[config.mk]
export PLATFORM = sky130hd
export DESIGN_NAME = radix_digit_converter_core
export DESIGN_NICKNAME = d
export VERILOG_FILES = /design/src/hdl/rdc_pkg.sv /design/src/hdl/rdc_front.sv /design/src/hdl/rdc_fifo.sv /design/src/hdl/rdc_back.sv /design/src/hdl/radix_digit_converter_core.sv
export SDC_FILE = /design/constraint.sdc
export NUM_CORES = 1
export LEC_CHECK = 0
export BUFFER_PORTS_ARGS = -buffer_cell sky130_fd_sc_hd__buf_2
export CAP_MARGIN = 10
export CORE_MARGIN = 2
export CORE_UTILIZATION = 35
export CTS_CLUSTER_DIAMETER = 120
export DETAILED_ROUTE_END_ITERATION = 7
export PLACE_DENSITY = 0.53
export SYNTH_ARGS = -nofsm -noshare
export SYNTH_HDL_FRONTEND = slang
export SYNTH_HIERARCHICAL = 1
export SYNTH_SLANG_ARGS = --single-unit
[constraint.sdc]
create_clock -name clk -period 9.7 [get_ports clk]
set_input_delay 0.485 -clock clk [delete_from_list [all_inputs] [get_ports clk]]
set_output_delay 0.485 -clock clk [all_outputs]
set_load 0.005 [all_outputs]
[src/hdl/rdc_pkg.sv]
`default_nettype none

package rdc_pkg;

  localparam int unsigned DIGIT_W = 4;
  localparam int unsigned BASE_W  = 4;

  localparam logic [BASE_W-1:0] BASE_MIN      = 4'd2;
  localparam logic [BASE_W-1:0] BASE_MAX      = 4'd10;
  localparam logic [BASE_W-1:0] RST_IN_BASE   = 4'd8;
  localparam logic [BASE_W-1:0] RST_OUT_BASE  = 4'd9;

  // register index, taken from paddr[2]
  localparam logic [0:0] REG_IN_BASE  = 1'b0;
  localparam logic [0:0] REG_OUT_BASE = 1'b1;

  typedef struct packed {
    logic [DIGIT_W-1:0] digit_in;
    logic               last_in;
  } in_word_t;

  typedef struct packed {
    logic [DIGIT_W-1:0] digit_out;
    logic               last_out;
    logic               overflow;
  } out_word_t;

  // out of range bases act as the nearest legal one
  function automatic logic [BASE_W-1:0] clamp_base(input logic [BASE_W-1:0] b);
    logic [BASE_W-1:0] r;
    if (b < BASE_MIN) begin
      r = BASE_MIN;
    end else if (b > BASE_MAX) begin
      r = BASE_MAX;
    end else begin
      r = b;
    end
    return r;
  endfunction

endpackage

`default_nettype wire

[src/hdl/rdc_front.sv]
`default_nettype none

module rdc_front #(
  parameter int unsigned ACC_BITS = 63
) (
  input  wire logic                    clk,
  input  wire logic                    rst_n,
  input  wire logic [3:0]              in_base,
  input  wire logic                    accept,
  input  wire rdc_pkg::in_word_t       in_data,
  output logic                         q_push,
  output logic [ACC_BITS:0]            q_data
);
  import rdc_pkg::*;

  localparam int unsigned PW = ACC_BITS + 4;

  logic [ACC_BITS-1:0] acc_r, acc_nxt;
  logic                ovf_r, ovf_nxt;
  logic [PW-1:0]       prod;
  logic [BASE_W-1:0]   ib;
  logic                sat;
  logic [ACC_BITS-1:0] acc_new;
  logic                ovf_new;

  always_comb begin
    ib      = clamp_base(in_base);
    prod    = PW'(acc_r) * PW'(ib) + PW'(in_data.digit_in);
    sat     = (prod[PW-1:ACC_BITS] != 4'd0);
    acc_new = sat ? {ACC_BITS{1'b1}} : prod[ACC_BITS-1:0];
    ovf_new = ovf_r | sat;
  end

  always_comb begin
    acc_nxt = acc_r;
    ovf_nxt = ovf_r;
    if (accept) begin
      if (in_data.last_in) begin
        acc_nxt = '0;
        ovf_nxt = 1'b0;
      end else begin
        acc_nxt = acc_new;
        ovf_nxt = ovf_new;
      end
    end
  end

  assign q_push = accept & in_data.last_in;
  assign q_data = {ovf_new, acc_new};

  always_ff @(posedge clk) begin
    if (!rst_n) begin
      acc_r <= '0;
      ovf_r <= 1'b0;
    end else begin
      acc_r <= acc_nxt;
      ovf_r <= ovf_nxt;
    end
  end

endmodule

`default_nettype wire

[src/hdl/rdc_fifo.sv]
`default_nettype none

module rdc_fifo #(
  parameter int unsigned W = 64
) (
  input  wire logic         clk,
  input  wire logic         rst_n,
  input  wire logic         push,
  input  wire logic [W-1:0] wr_data,
  output logic              full,
  input  wire logic         pop,
  output logic [W-1:0]      rd_data,
  output logic              empty
);

  logic [W-1:0] mem [2];
  logic         wr_ptr_r, wr_ptr_nxt;
  logic         rd_ptr_r, rd_ptr_nxt;
  logic [1:0]   cnt_r, cnt_nxt;

  assign full    = (cnt_r == 2'd2);
  assign empty   = (cnt_r == 2'd0);
  assign rd_data = mem[rd_ptr_r];

  always_comb begin
    wr_ptr_nxt = push ? ~wr_ptr_r : wr_ptr_r;
    rd_ptr_nxt = pop ? ~rd_ptr_r : rd_ptr_r;
    cnt_nxt    = cnt_r + 2'(push) - 2'(pop);
  end

  always_ff @(posedge clk) begin
    if (push) begin
      mem[wr_ptr_r] <= wr_data;
    end
  end

  always_ff @(posedge clk) begin
    if (!rst_n) begin
      wr_ptr_r <= 1'b0;
      rd_ptr_r <= 1'b0;
      cnt_r    <= 2'd0;
    end else begin
      wr_ptr_r <= wr_ptr_nxt;
      rd_ptr_r <= rd_ptr_nxt;
      cnt_r    <= cnt_nxt;
    end
  end

  a_no_push_full: assert property (@(posedge clk) disable iff (!rst_n)
    full |-> !push) else $error("push into full queue");

  a_no_pop_empty: assert property (@(posedge clk) disable iff (!rst_n)
    empty |-> !pop) else $error("pop from empty queue");

endmodule

`default_nettype wire

[src/hdl/rdc_back.sv]
`default_nettype none

module rdc_back #(
  parameter int unsigned ACC_BITS   = 63,
  parameter int unsigned MAX_DIGITS = 64
) (
  input  wire logic               clk,
  input  wire logic               rst_n,
  input  wire logic [3:0]         out_base,
  input  wire logic               job_valid,
  input  wire logic [ACC_BITS:0]  job_data,
  output logic                    job_pop,
  input  wire logic               out_pop,
  output logic                    out_empty,
  output rdc_pkg::out_word_t      out_data
);
  import rdc_pkg::*;

  localparam int unsigned DIV_W = ((ACC_BITS + 3) / 4) * 4;
  localparam int unsigned STEPS = DIV_W / 4;
  localparam int unsigned SW    = $clog2(STEPS);
  localparam int unsigned AW    = $clog2(MAX_DIGITS);
  localparam int unsigned CW    = $clog2(MAX_DIGITS + 1);

  localparam logic [1:0] ST_IDLE = 2'd0;
  localparam logic [1:0] ST_DIV  = 2'd1;
  localparam logic [1:0] ST_EMIT = 2'd2;

  logic [1:0]         state_r, state_nxt;
  logic [DIV_W-1:0]   val_r, val_nxt;
  logic               ovf_r, ovf_nxt;
  logic [BASE_W-1:0]  ob_r, ob_nxt;
  logic [3:0]         rem_r, rem_nxt;
  logic [SW-1:0]      step_r, step_nxt;
  logic [CW-1:0]      n_r, n_nxt;
  logic [AW-1:0]      rd_idx_r, rd_idx_nxt;
  logic               rd_pend_r;
  logic               rd_last_r, rd_last_nxt;
  logic               issued_r, issued_nxt;
  logic               out_valid_r, out_valid_nxt;
  out_word_t          out_word_r;
  logic [3:0]         rd_data_r;
  logic [3:0]         mem [MAX_DIGITS];

  logic [3:0]         r;
  logic [4:0]         t;
  logic [3:0]         qb;
  logic [DIV_W-1:0]   quot;
  logic               fin;
  logic [CW-1:0]      n_inc;
  logic               mem_we;
  logic               issue;

  // four restoring division steps per cycle, msb first
  always_comb begin
    r  = rem_r;
    t  = '0;
    qb = '0;
    for (int i = 0; i < 4; i++) begin
      t = {r, val_r[DIV_W-1-i]};
      if (t >= {1'b0, ob_r}) begin
        r         = 4'(t - {1'b0, ob_r});
        qb[3-i]   = 1'b1;
      end else begin
        r = t[3:0];
      end
    end
    quot  = {val_r[DIV_W-5:0], qb};
    fin   = (step_r == SW'(STEPS - 1));
    n_inc = n_r + CW'(1);
  end

  assign job_pop = (state_r == ST_IDLE) && job_valid;
  assign mem_we  = (state_r == ST_DIV) && fin;
  assign issue   = (state_r == ST_EMIT) && !issued_r && !rd_pend_r
                   && (!out_valid_r || out_pop);

  always_comb begin
    state_nxt   = state_r;
    val_nxt     = val_r;
    ovf_nxt     = ovf_r;
    ob_nxt      = ob_r;
    rem_nxt     = rem_r;
    step_nxt    = step_r;
    n_nxt       = n_r;
    rd_idx_nxt  = rd_idx_r;
    rd_last_nxt = rd_last_r;
    issued_nxt  = issued_r;
    unique case (state_r)
      ST_IDLE: begin
        if (job_valid) begin
          val_nxt   = DIV_W'(job_data[ACC_BITS-1:0]);
          ovf_nxt   = job_data[ACC_BITS];
          ob_nxt    = clamp_base(out_base);
          rem_nxt   = '0;
          step_nxt  = '0;
          n_nxt     = '0;
          state_nxt = ST_DIV;
        end
      end
      ST_DIV: begin
        val_nxt = quot;
        if (fin) begin
          rem_nxt  = '0;
          step_nxt = '0;
          n_nxt    = n_inc;
          // a zero quotient or a full store ends the digit string; zero itself gives one digit
          if ((quot == '0) || (n_inc == CW'(MAX_DIGITS))) begin
            state_nxt  = ST_EMIT;
            rd_idx_nxt = n_r[AW-1:0];
            issued_nxt = 1'b0;
          end
        end else begin
          rem_nxt  = r;
          step_nxt = step_r + SW'(1);
        end
      end
      ST_EMIT: begin
        if (issue) begin
          rd_last_nxt = (rd_idx_r == '0);
          issued_nxt  = (rd_idx_r == '0);
          rd_idx_nxt  = rd_idx_r - AW'(1);
        end
        if (rd_pend_r && rd_last_r) begin
          state_nxt = ST_IDLE;
        end
      end
      default: begin
        state_nxt = ST_IDLE;
      end
    endcase
  end

  always_comb begin
    if (rd_pend_r) begin
      out_valid_nxt = 1'b1;
    end else if (out_pop) begin
      out_valid_nxt = 1'b0;
    end else begin
      out_valid_nxt = out_valid_r;
    end
  end

  // digit store, most significant digit read back first
  always_ff @(posedge clk) begin
    if (mem_we) begin
      mem[n_r[AW-1:0]] <= r;
    end
    if (issue) begin
      rd_data_r <= mem[rd_idx_r];
    end
  end

  always_ff @(posedge clk) begin
    val_r     <= val_nxt;
    ovf_r     <= ovf_nxt;
    ob_r      <= ob_nxt;
    rem_r     <= rem_nxt;
    step_r    <= step_nxt;
    n_r       <= n_nxt;
    rd_idx_r  <= rd_idx_nxt;
    rd_last_r <= rd_last_nxt;
    if (rd_pend_r) begin
      out_word_r.digit_out <= rd_data_r;
      out_word_r.last_out  <= rd_last_r;
      out_word_r.overflow  <= ovf_r;
    end
  end

  always_ff @(posedge clk) begin
    if (!rst_n) begin
      state_r     <= ST_IDLE;
      rd_pend_r   <= 1'b0;
      issued_r    <= 1'b0;
      out_valid_r <= 1'b0;
    end else begin
      state_r     <= state_nxt;
      rd_pend_r   <= issue;
      issued_r    <= issued_nxt;
      out_valid_r <= out_valid_nxt;
    end
  end

  assign out_empty = !out_valid_r;
  assign out_data  = out_word_r;

  a_rem_below_base: assert property (@(posedge clk) disable iff (!rst_n)
    (state_r == ST_DIV) |-> (rem_r < ob_r)) else $error("remainder not below base");

  a_slot_free_on_load: assert property (@(posedge clk) disable iff (!rst_n)
    rd_pend_r |-> !out_valid_r) else $error("read data lands on a full output slot");

  a_store_in_range: assert property (@(posedge clk) disable iff (!rst_n)
    (state_r == ST_DIV) |-> (n_r < CW'(MAX_DIGITS))) else $error("digit store overrun");

endmodule

`default_nettype wire

[src/hdl/radix_digit_converter_core.sv]
`default_nettype none

// radix digit converter: digits of a number in base in_base come in msb first, one word per
// push; each is folded into a saturating accumulator (value * in_base + digit). the word
// marked last_in hands the finished value (and its sticky overflow flag) through a two-entry
// queue to the conversion engine, so the front keeps taking digits of the next number while
// the previous one is converted. conversion divides by out_base four bits per cycle, and the
// digits, collected lsb first into a MAX_DIGITS-deep store, are then played out msb first
// through a one-word output register. the engine takes the next number from the queue only
// once the last digit of the current one has been read from the store; push is held off
// (full high) only while the queue already holds two waiting numbers. zero gives the single
// digit 0, the final word carries last_out, and every word of a number carries its overflow
// flag. bases outside 2..10 act as the nearest legal base; registers sit at byte address 0
// (in_base) and 4 (out_base) and should be written while idle.

module radix_digit_converter_core #(
  parameter int unsigned ACC_BITS   = 63,
  parameter int unsigned MAX_DIGITS = 64
) (
  input  wire logic                clk,
  input  wire logic                rst_n,
  // input digits
  input  wire logic                push,
  input  wire rdc_pkg::in_word_t   in_data,
  output logic                     full,
  // output digits
  input  wire logic                pop,
  output rdc_pkg::out_word_t       out_data,
  output logic                     empty,
  // configuration
  input  wire logic                psel,
  input  wire logic                penable,
  input  wire logic                pwrite,
  input  wire logic [2:0]          paddr,
  input  wire logic [31:0]         pwdata,
  output logic [31:0]              prdata,
  output logic                     pready
);
  import rdc_pkg::*;

  logic [BASE_W-1:0] in_base_r;
  logic [BASE_W-1:0] out_base_r;
  logic              cfg_wr;

  logic              accept;
  logic              q_push;
  logic [ACC_BITS:0] q_wdata;
  logic              q_full;
  logic              q_pop;
  logic [ACC_BITS:0] q_rdata;
  logic              q_empty;
  logic              out_pop;

  // ---- configuration registers
  assign pready = 1'b1;
  assign cfg_wr = psel & penable & pwrite & pready;

  always_ff @(posedge clk) begin
    if (!rst_n) begin
      in_base_r  <= RST_IN_BASE;
      out_base_r <= RST_OUT_BASE;
    end else if (cfg_wr) begin
      unique case (paddr[2])
        REG_IN_BASE:  in_base_r  <= pwdata[BASE_W-1:0];
        REG_OUT_BASE: out_base_r <= pwdata[BASE_W-1:0];
        default: ;
      endcase
    end
  end

  // register readback, raw bits as written
  always_comb begin
    unique case (paddr[2])
      REG_IN_BASE:  prdata = 32'(in_base_r);
      REG_OUT_BASE: prdata = 32'(out_base_r);
      default:      prdata = '0;
    endcase
  end

  // ---- front: digit accumulation
  assign full   = q_full;
  assign accept = push & ~q_full;

  rdc_front #(
    .ACC_BITS (ACC_BITS)
  ) u_front (
    .clk     (clk),
    .rst_n   (rst_n),
    .in_base (in_base_r),
    .accept  (accept),
    .in_data (in_data),
    .q_push  (q_push),
    .q_data  (q_wdata)
  );

  // ---- finished values waiting for conversion
  rdc_fifo #(
    .W (ACC_BITS + 1)
  ) u_fifo (
    .clk     (clk),
    .rst_n   (rst_n),
    .push    (q_push),
    .wr_data (q_wdata),
    .full    (q_full),
    .pop     (q_pop),
    .rd_data (q_rdata),
    .empty   (q_empty)
  );

  // ---- back: division and digit play-out
  assign out_pop = pop & ~empty;

  rdc_back #(
    .ACC_BITS   (ACC_BITS),
    .MAX_DIGITS (MAX_DIGITS)
  ) u_back (
    .clk       (clk),
    .rst_n     (rst_n),
    .out_base  (out_base_r),
    .job_valid (~q_empty),
    .job_data  (q_rdata),
    .job_pop   (q_pop),
    .out_pop   (out_pop),
    .out_empty (empty),
    .out_data  (out_data)
  );

endmodule

`default_nettype wire
==> impl_metrics.env, run 1 <==
export IMPL_hp_class="input port to flip-flop"
export IMPL_chipWidth_um=313
export IMPL_sequential_cell_area_sq_um=16200
export IMPL_skew_ps=20.0
export IMPL_layout_cells_most_common="edfxtp_1"
export IMPL_layout_drive_gt1_share_pct=12.7
export IMPL_synth_avg_cell_area_sq_um=12.1
export IMPL_synthAdderAreaFrac_pct=13.6
export IMPL_numCtsBuffers=61
export IMPL_io_pins=88
export IMPL_yosys_area_top_type_share_pct=43.7
export IMPL_nNetsFinal=3030
export IMPL_area_growth_pct=9.67
export IMPL_cts_root_buffer="clkbuf_16"
export IMPL_dr_pass1_iters=6
export IMPL_r2r_start="u_back/ob_r[1]"
export IMPL_async_flop_share_pct=0
export IMPL_port_buffers=28
export IMPL_rsz0062_at_grt="no"
export IMPL_n_fill_cell=9135
export IMPL_fin_crit_sh_pct=83.4
export IMPL_synthFlopType="edfxtp_1"
export IMPL_reg2regPathDepth=27
export IMPL_fin_tns_setup_ps=0
export IMPL_yosysSeqAreaShare_pct=48.6
export IMPL_cts_setup_buffers=0
export IMPL_vias=20718
export IMPL_diodes=0
export IMPL_setup_violations=0
export IMPL_whs_path_depth=3
export IMPL_crit_required_ps=10170
export IMPL_hold_buffers=0
export IMPL_dieArea_sq_um=97700
export IMPL_start_util_pct=35.2
export IMPL_slew_viol_final=0
export IMPL_leakagePower_nw=14.4
export IMPL_hold_viol=0
export IMPL_grt_pass1_vias=21673
export IMPL_cts_resized=0
export IMPL_num_rows=113
export IMPL_cap_violations=0
export IMPL_finalHoldWorstSlack_ps=114
export IMPL_drtIter0Drc=1363
export IMPL_synth_top_family_by_area="simple AND/OR/NAND/NOR gates"
export IMPL_netlist_instances=2749
export IMPL_yosysUniqueCellTypes=87
export IMPL_clkLatencyLatePin_ps=640
export IMPL_period_needed_ps=8090
export IMPL_overflow=0
export IMPL_r2r_end="u_back/mem[12][0]"
export IMPL_dp_hpwl_mm=56.8
export IMPL_grt_max_degree=81
export IMPL_synth_xor_area_share_pct=2.12
export IMPL_synth_seq_cells=567
export IMPL_synth_area_leaders="edfxtp_1, fa_1, ha_1"
export IMPL_synthSimpleGateAreaFrac_pct=14.6
export IMPL_die_y_um=313
export IMPL_arrival_ps=8550
export IMPL_routedWlPerCell_um=19.9
export IMPL_clock_sinks=567
export IMPL_syn_cell_area_sq_um=33300
export IMPL_cts_path_max_buffers=3
export IMPL_multi_input_area_sq_um=16100
export IMPL_htreeDepth=2
export IMPL_tightest_slew_ps=1220
export IMPL_cts_tree="built"
export IMPL_synth_compound_area_share_pct=8.21
export IMPL_yosysWarnings=6
export IMPL_slew_headroom_pct=18.7
export IMPL_core_area_sq_um=94700
export IMPL_fmax_ghz=0.124
export IMPL_drc=0
export IMPL_grt_antenna_before_repair=1
export IMPL_worstHoldEndpoint="in_base_r[0]"
export IMPL_reg2reg_slack_ps=1610
export IMPL_stdcell_area_sq_um=36600
export IMPL_status="completed"
export IMPL_synthMuxAreaShare_pct=9.34
export IMPL_placed_area_sq_um=34400
export IMPL_cp_start_kind="flip-flop"
export IMPL_endpoint_kind="flip-flop"
export IMPL_synth_largest_area_cell="edfxtp_1"
export IMPL_synth_edf_count=485
export IMPL_crit_type="flip-flop to flip-flop"
export IMPL_ant_nets=0
export IMPL_finalWirelength_mm=79.8
export IMPL_grt_pass1_wl_mm=126
export IMPL_ir_worst_vdd_v=0.00158
export IMPL_worst_hold_startpoint="pwdata[0]"
export IMPL_crit_fanout=36
export IMPL_via_per_inst=5.16
export IMPL_power_density_nw_per_um2=369
export IMPL_path_clk_slew_ps=60
export IMPL_layout_common_cells="edfxtp_1, nand2_1, and2_1"
export IMPL_track_usage_pct=16.3
export IMPL_place_congestion=0.886
==> worst max-delay path, cell delays in order (launching register included) <==
cell and delay (ps):
edfxtp_1 460, inv_1 310, ha_1 360, a2111oi_4 400, nor3_1 120, a21oi_1 280
inv_1 90, ha_1 300, a211oi_1 190, o21ai_0 150, a221o_2 410, mux2_2 330
inv_1 70, ha_1 240, nor2b_1 130, o21ai_0 210, nand3_1 120, a21o_1 210
a221o_2 400, mux2i_1 350, ha_1 310, a21o_1 170, a21o_1 170, a21o_1 190
a221oi_1 360, mux2i_4 230, mux2i_4 940, buf_4 380
==> cells in the mapped netlist, types with 9 or more instances <==
master      n
and2_1    199
clkbuf_1  126
o21a_1     18
xnor2_1    38
nand3_1    29
o21ai_0   122
nor2_1    135
a31oi_1    14
a21oi_1   110
edfxtp_1  485
nand2_1   382
inv_1      48
mux2i_1    15
a21o_1     33
mux2_4     63
buf_2      14
and3_1      9
or3_1      15
nor4_1     21
ha_1      156
nor2b_1    85
nand4_1    30
dfxtp_1    82
o211ai_1    9
xor2_1     40
nor3_1     17
a211oi_1    9
nand2b_1   19
o21bai_1   38
mux4_2     82
fa_1      129
mux2_2     13
buf_4      36
==> layer usage <==
metal  global-route usage [%]  part of all wire (%)  vias to the layer above
met4                     4.13                   2.2                        0
li1                         -                     -                     9746
met2                     27.2                    48                      446
met5                        0                     0                        -
met1                     22.6                    46                    10418
met3                     1.92                   3.9                      108
==> area by class of cell <==
class,count,area share (%)
Sequential cell,567,44.3
Clock inverter,39,1.47
Tap cell,1265,4.33
Multi-Input combinational cell,1969,44.1
Clock buffer,75,4.35
Inverter,48,0.493
Timing Repair Buffer,51,0.924
==> logic make-up (layout without fill, tap and decap cells) <==
kind of cell,after synthesis,count (layout)
and+or+nand+nor,979,979
DFF,567,567
AOI/OAI and AO/OA,423,423
adders and majority gates,285,285
buffers and inverters,240,213
muxes,174,174
xor gates and xnor gates,79,79
other,2,29
==> report_power, final <==
group	switching (W)	internal, W	leakage [nW]
sequential	0.000170	0.00591	5.14
clock	0.00100	0.00144	1.01
combinational	0.00380	0.00117	8.25
==> flip-flops by register name (all words and copies together), names as in the netlist, 6 cells and up, named ones only <==
signal,cells
u_back/rd_idx_r,6
u_front/acc_r,63
u_back/mem,256
u_fifo/mem,128
u_back/out_data,6
u_back/n_r,7
u_back/val_r,64
==> per-stage QoR <==
step / std cells / worst slack, ps / utilization, % / power, W
3_3_place_gp: 3900 / 1880 / 36.3 / 0.0110
5_1_grt: 4014 / 1050 / 38.6 / 0.0139
3_5_place_dp: 3900 / 1610 / 36.3 / 0.0111
4_1_cts: 4014 / 1590 / 38.6 / 0.0136
2_1_floorplan: 2776 / 1510 / - / 0.00942
6_report: 4014 / 1610 / 38.6 / 0.0135
==> worst max-delay path by stage <==
stage / from / end / slack, ps / cells after the start
2_1_floorplan: u_back/ob_r[1] / u_back/mem[0][0] / 1510 / 26
3_3_place_gp: u_back/ob_r[1] / u_back/mem[4][0] / 1880 / 27
3_5_place_dp: u_back/ob_r[1] / u_back/mem[7][0] / 1610 / 27
4_1_cts: u_back/ob_r[1] / u_back/mem[12][0] / 1590 / 27
5_1_grt: u_back/ob_r[1] / u_back/mem[7][0] / 1050 / 27
6_report: u_back/ob_r[1] / u_back/mem[12][0] / 1610 / 27
Note: power is estimated with default switching activity, not from simulation.
==> run 2: changes to the inputs <==
Clock period 9.7 ns to 8 ns, I/O delays scaled along.
==> impl_metrics.env, run 2 (synthesis gave the netlist of run 1 again) <==
export IMPL_grt_max_degree=81
export IMPL_sequential_cell_area_sq_um=16200
export IMPL_slew_headroom_pct=29.3
export IMPL_leakagePower_nw=14.5
export IMPL_grt_pass1_wl_mm=126
export IMPL_grt_antenna_before_repair=2
export IMPL_dieArea_sq_um=97700
export IMPL_grt_pass1_vias=21658
export IMPL_vias=20903
export IMPL_drtIter0Drc=1516
export IMPL_path_clk_slew_ps=60
export IMPL_tightest_slew_ps=1060
export IMPL_setup_violations=0
export IMPL_via_per_inst=5.18
export IMPL_path_buf_inv=3
export IMPL_cp_start_kind="flip-flop"
export IMPL_cpPeakStageDelay_ps=520
export IMPL_drc=0
export IMPL_cts_path_max_buffers=3
export IMPL_track_usage_pct=16.3
export IMPL_reg2reg_slack_ps=610
export IMPL_place_congestion=0.889
export IMPL_numCtsBuffers=61
export IMPL_multi_input_area_sq_um=16100
export IMPL_path_delay_family="compound AO/OA/AOI/OAI gates"
export IMPL_nNetsFinal=3048
export IMPL_layout_cells_most_common="edfxtp_1"
export IMPL_crit_type="flip-flop to flip-flop"
export IMPL_worstHoldEndpoint="out_base_r[1]"
export IMPL_slowest_stage="mux2_4"
export IMPL_hold_viol=0
export IMPL_start_util_pct=35.2
export IMPL_clock_sinks=567
export IMPL_dp_hpwl_mm=56.6
export IMPL_fin_crit_sh_pct=92.4
export IMPL_n_fill_cell=9129
export IMPL_overflow=0
export IMPL_num_rows=113
export IMPL_hp_class="input port to flip-flop"
export IMPL_routedWlPerCell_um=19.7
export IMPL_period_needed_ps=7390
export IMPL_htreeDepth=2
export IMPL_dr_pass1_iters=7
export IMPL_slew_viol_final=0
export IMPL_crit_fanout=34
export IMPL_endpoint_kind="flip-flop"
export IMPL_top_register="u_back/mem"
export IMPL_largest_reg_flops=256
export IMPL_fin_ws_ps=611
export IMPL_post_route_util_pct=38.7
export IMPL_cap_violations=0
export IMPL_worst_hold_startpoint="pwrite"
export IMPL_skew_ps=25.3
export IMPL_die_y_um=313
export IMPL_area_growth_pct=9.99
export IMPL_whs_path_depth=3
export IMPL_arrival_ps=7780
export IMPL_power_density_nw_per_um2=489
export IMPL_finalWirelength_mm=79.4
export IMPL_port_buffers=28
export IMPL_clkLatencyLatePin_ps=650
export IMPL_core_area_sq_um=94700
export IMPL_r2r_start="u_back/ob_r[0]"
export IMPL_ir_worst_vdd_v=0.00171
export IMPL_layout_common_cells="edfxtp_1, nand2_1, and2_1"
export IMPL_status="completed"
export IMPL_ant_nets=0
export IMPL_rsz0062_at_grt="no"
export IMPL_reg_top3="u_back/mem (256), u_fifo/mem (128), u_back/val_r (64)"
export IMPL_dp_slack_ps=412
export IMPL_cts_root_buffer="clkbuf_16"
export IMPL_fmax_ghz=0.135
export IMPL_crit_start="u_back/ob_r[0]"
export IMPL_crit_required_ps=8390
export IMPL_layout_drive_gt1_share_pct=13.4
export IMPL_reg2regPathDepth=27
export IMPL_io_pins=88
export IMPL_fin_tns_setup_ps=0
export IMPL_cts_tree="built"
export IMPL_r2r_end="u_back/mem[14][1]"
export IMPL_chipWidth_um=313
## run 2: worst max-delay path by stage
stage | endpoint | cells after the start
2_1_floorplan | u_back/mem[0][0] | 26
3_3_place_gp | u_back/mem[14][1] | 27
3_5_place_dp | u_back/mem[22][1] | 27
4_1_cts | u_back/mem[12][0] | 27
5_1_grt | u_back/mem[14][1] | 27
6_report | u_back/mem[14][1] | 27
## run 2: timing repair
item,in CTS,in global routing
buffers inserted,0,2
endpoints found under the setup margin,0,126
hold buffers,4,0
hold endpoints to repair,7,0
gates resized for setup,0,3
## run 2: power breakdown
group          switching [W]  total, W  internal, W
sequential          0.000224   0.00769      0.00747
combinational        0.00521   0.00741      0.00220
clock                0.00121   0.00283      0.00162
total                0.00665    0.0179       0.0113
## run 2: metrics by stage
step	total power [W]	hold slack, ps	area (sq um)	cells
final	0.0179	242	36700	4036
after detailed placement	0.0152	405	34500	3912
after CTS	0.0180	199	36600	4032
after floorplan	0.0116	400	33400	2776
after global routing	0.0190	249	36700	4034
after global placement	0.0148	404	34500	3912
## run 2: per-layer routing
layer	track usage, %	part of all wire, %
met4	4.01	1.9
met1	22.6	45
met3	1.95	4.4
met5	0	0
met2	27.3	48
## run 2: layout make-up
class | instances | share of cell area (%)
tap | 1265 | 4.32
inverter | 48 | 0.491
timing repair buffer | 69 | 1.42
clock inverter | 33 | 0.959
clock buffer | 83 | 4.61
sequential | 567 | 44.2
antenna | 2 | 0.0137
multi-input combinational | 1969 | 44.0
## run 2: worst reg2reg max path, stage by stage, from the launching register on
cell,delay [ps]
edfxtp_1,490
ha_1,350
nand2b_1,190
a2111oi_4,440
nor3_1,120
a21oi_2,210
inv_1,70
ha_1,290
a211oi_1,220
o21ai_0,150
a221o_2,400
mux2_2,340
inv_1,80
ha_1,230
nor2b_1,130
o21ai_0,200
nand3_1,100
a21o_1,210
a221o_2,400
mux2i_2,290
ha_1,300
a21o_1,170
a21o_1,170
a21o_1,190
a221oi_1,350
mux2i_4,220
mux2_4,520
buf_12,260
==> run 3: changes to the inputs <==
Settings changed: PLACE_DENSITY 0.53 to 0.55.
Clock period 8 ns to 6.2 ns, I/O delays scaled along.
==> impl_metrics.env, run 3 (synthesis gave the netlist of run 1 again) <==
export IMPL_status="finished, violations left"
export IMPL_violations="negative setup slack"
export IMPL_multi_input_area_sq_um=16200
export IMPL_htreeDepth=3
export IMPL_io_pins=88
export IMPL_diodes=0
export IMPL_grt_max_degree=85
export IMPL_rsz0062_at_grt="yes"
export IMPL_n_fill_cell=8930
export IMPL_grt_antenna_before_repair=2
export IMPL_grt_pass1_vias=22000
export IMPL_grt_pass1_wl_mm=126
export IMPL_cts_root_buffer="clkbuf_16"
export IMPL_cp_start_kind="flip-flop"
export IMPL_dp_hpwl_mm=57.3
export IMPL_layout_drive_gt1_share_pct=17.8
export IMPL_overflow=0
export IMPL_nNetsFinal=3187
export IMPL_port_buffers=28
export IMPL_fin_crit_sh_pct=101
export IMPL_largest_reg_flops=256
export IMPL_arrival_ps=6620
export IMPL_place_inst=4013
export IMPL_hold_viol=0
export IMPL_dieArea_sq_um=97700
export IMPL_period_needed_ps=6270
export IMPL_via_per_inst=5.14
export IMPL_num_rows=113
export IMPL_finalWirelength_mm=81.2
export IMPL_drc=0
export IMPL_final_cells=4172
export IMPL_crit_fanout=8
export IMPL_sequential_cell_area_sq_um=16200
export IMPL_tightest_slew_ps=1040
export IMPL_dp_slack_ps=-176
export IMPL_die_y_um=313
export IMPL_area_growth_pct=15.1
export IMPL_layout_common_cells="edfxtp_1, nand2_1, and2_1"
export IMPL_cap_violations=0
export IMPL_crit_required_ps=6550
export IMPL_slew_headroom_pct=30.6
export IMPL_layout_cells_most_common="edfxtp_1"
export IMPL_endpoint_kind="flip-flop"
export IMPL_top_register="u_back/mem"
export IMPL_path_clk_slew_ps=60
export IMPL_fin_ws_ps=-73.5
export IMPL_place_congestion=0.885
export IMPL_ant_nets=0
export IMPL_slowest_stage="mux2_4"
export IMPL_drtIter0Drc=1389
export IMPL_fin_tns_setup_ps=-8280
export IMPL_cts_tree="built"
export IMPL_routedWlPerCell_um=19.5
export IMPL_core_area_sq_um=94700
export IMPL_crit_top_cell="a21o_1"
export IMPL_track_usage_pct=16.3
export IMPL_crit_type="flip-flop to flip-flop"
export IMPL_start_util_pct=35.2
export IMPL_cpPeakStageDelay_ps=460
export IMPL_cts_path_max_buffers=3
export IMPL_placed_area_sq_um=35500
export IMPL_chipWidth_um=313
export IMPL_slew_viol_final=0
export IMPL_reg_top3="u_back/mem (256), u_fifo/mem (128), u_back/val_r (64)"
export IMPL_clock_sinks=567
export IMPL_skew_ps=25.6
export IMPL_stdcell_area_sq_um=38400
export IMPL_clkLatencyLatePin_ps=620
export IMPL_fmax_ghz=0.159
export IMPL_dr_pass1_iters=5
export IMPL_numCtsBuffers=66
export IMPL_setup_violations=213
export IMPL_hp_class="input port to flip-flop"
export IMPL_vias=21447
==> run 3: changes by cell type in the layout (fill, tap and decap cells not counted), moves of 4 or more <==
| cell | previous run | this run |
|---|---|---|
| ha_1 | 156 | 150 |
| clkinv_2 | 13 | 5 |
| ha_4 | 0 | 4 |
| clkinv_1 | 4 | 15 |
| buf_16 | 0 | 6 |
| buf_12 | 5 | 15 |
| buf_4 | 32 | 127 |
| clkbuf_8 | 8 | 2 |
| clkbuf_16 | 61 | 74 |
| buf_6 | 0 | 11 |
==> run 3: timing repair <==
item / CTS / global route
setup endpoints to repair: 267 / 281
hold buffers: 4 / 0
cloned: 4 / 16
gates resized for setup: 9 / 21
pin swaps: 0 / 6
hold endpoints to repair: 8 / 0
setup buffers: 11 / 4
==> run 3: final timing paths <==
check | depth (start not counted) | to | start | slack (ps)
worst max-delay path | 28 | u_back/mem[0][2] | u_back/rem_r[1] | -70
worst min-delay path | 3 | out_base_r[1] | pwrite | 200
worst max register to register | 28 | u_back/mem[0][2] | u_back/rem_r[1] | -70
worst min register to register | 0 | u_back/out_data[3] | u_back/rd_data_r[1] | 430
==> run 3: worst max-delay path, delay by kind of cell, from the launching register on <==
| kind | cells | cell delay [ps] |
|---|---|---|
| AO/OA/AOI/OAI | 12 | 2410 |
| adder cells (fa/ha/maj) | 4 | 1020 |
| buffers and inverters | 4 | 470 |
| flip-flops | 1 | 440 |
| multiplexers | 4 | 1160 |
| AND/OR/NAND/NOR | 4 | 510 |
==> run 3: metal layers <==
layer / global-route usage (%) / wire (um) / up-vias
met5: 0 / 0 / -
met3: 2.47 / 3650 / 110
met2: 27.5 / 39400 / 470
met4: 4.57 / 1910 / 0
met1: 22.0 / 36200 / 10779
li1: - / - / 10088
==> run 3: stage by stage <==
step / utilization [%] / hold slack (ps)
after detailed placement: 37.5 / 413
final: 40.5 / 202
after global placement: 37.5 / 411
after global routing: 40.5 / 189
after floorplan: - / 400
after CTS: 40.1 / 153
==> run 3: final cells by class <==
cell class / instances / area share, %
multi-input cells: 1969 / 42.3
flip-flops and latches: 567 / 42.3
repair buffers: 203 / 5.12
clock buffers: 79 / 4.49
well taps: 1265 / 4.13
clock inverters: 41 / 1.19
inverters: 48 / 0.476
Power of run 3 is left out: the tool's default activity adds up to more than one toggle a clock period on the data nets, which glitch-free logic cannot reach.
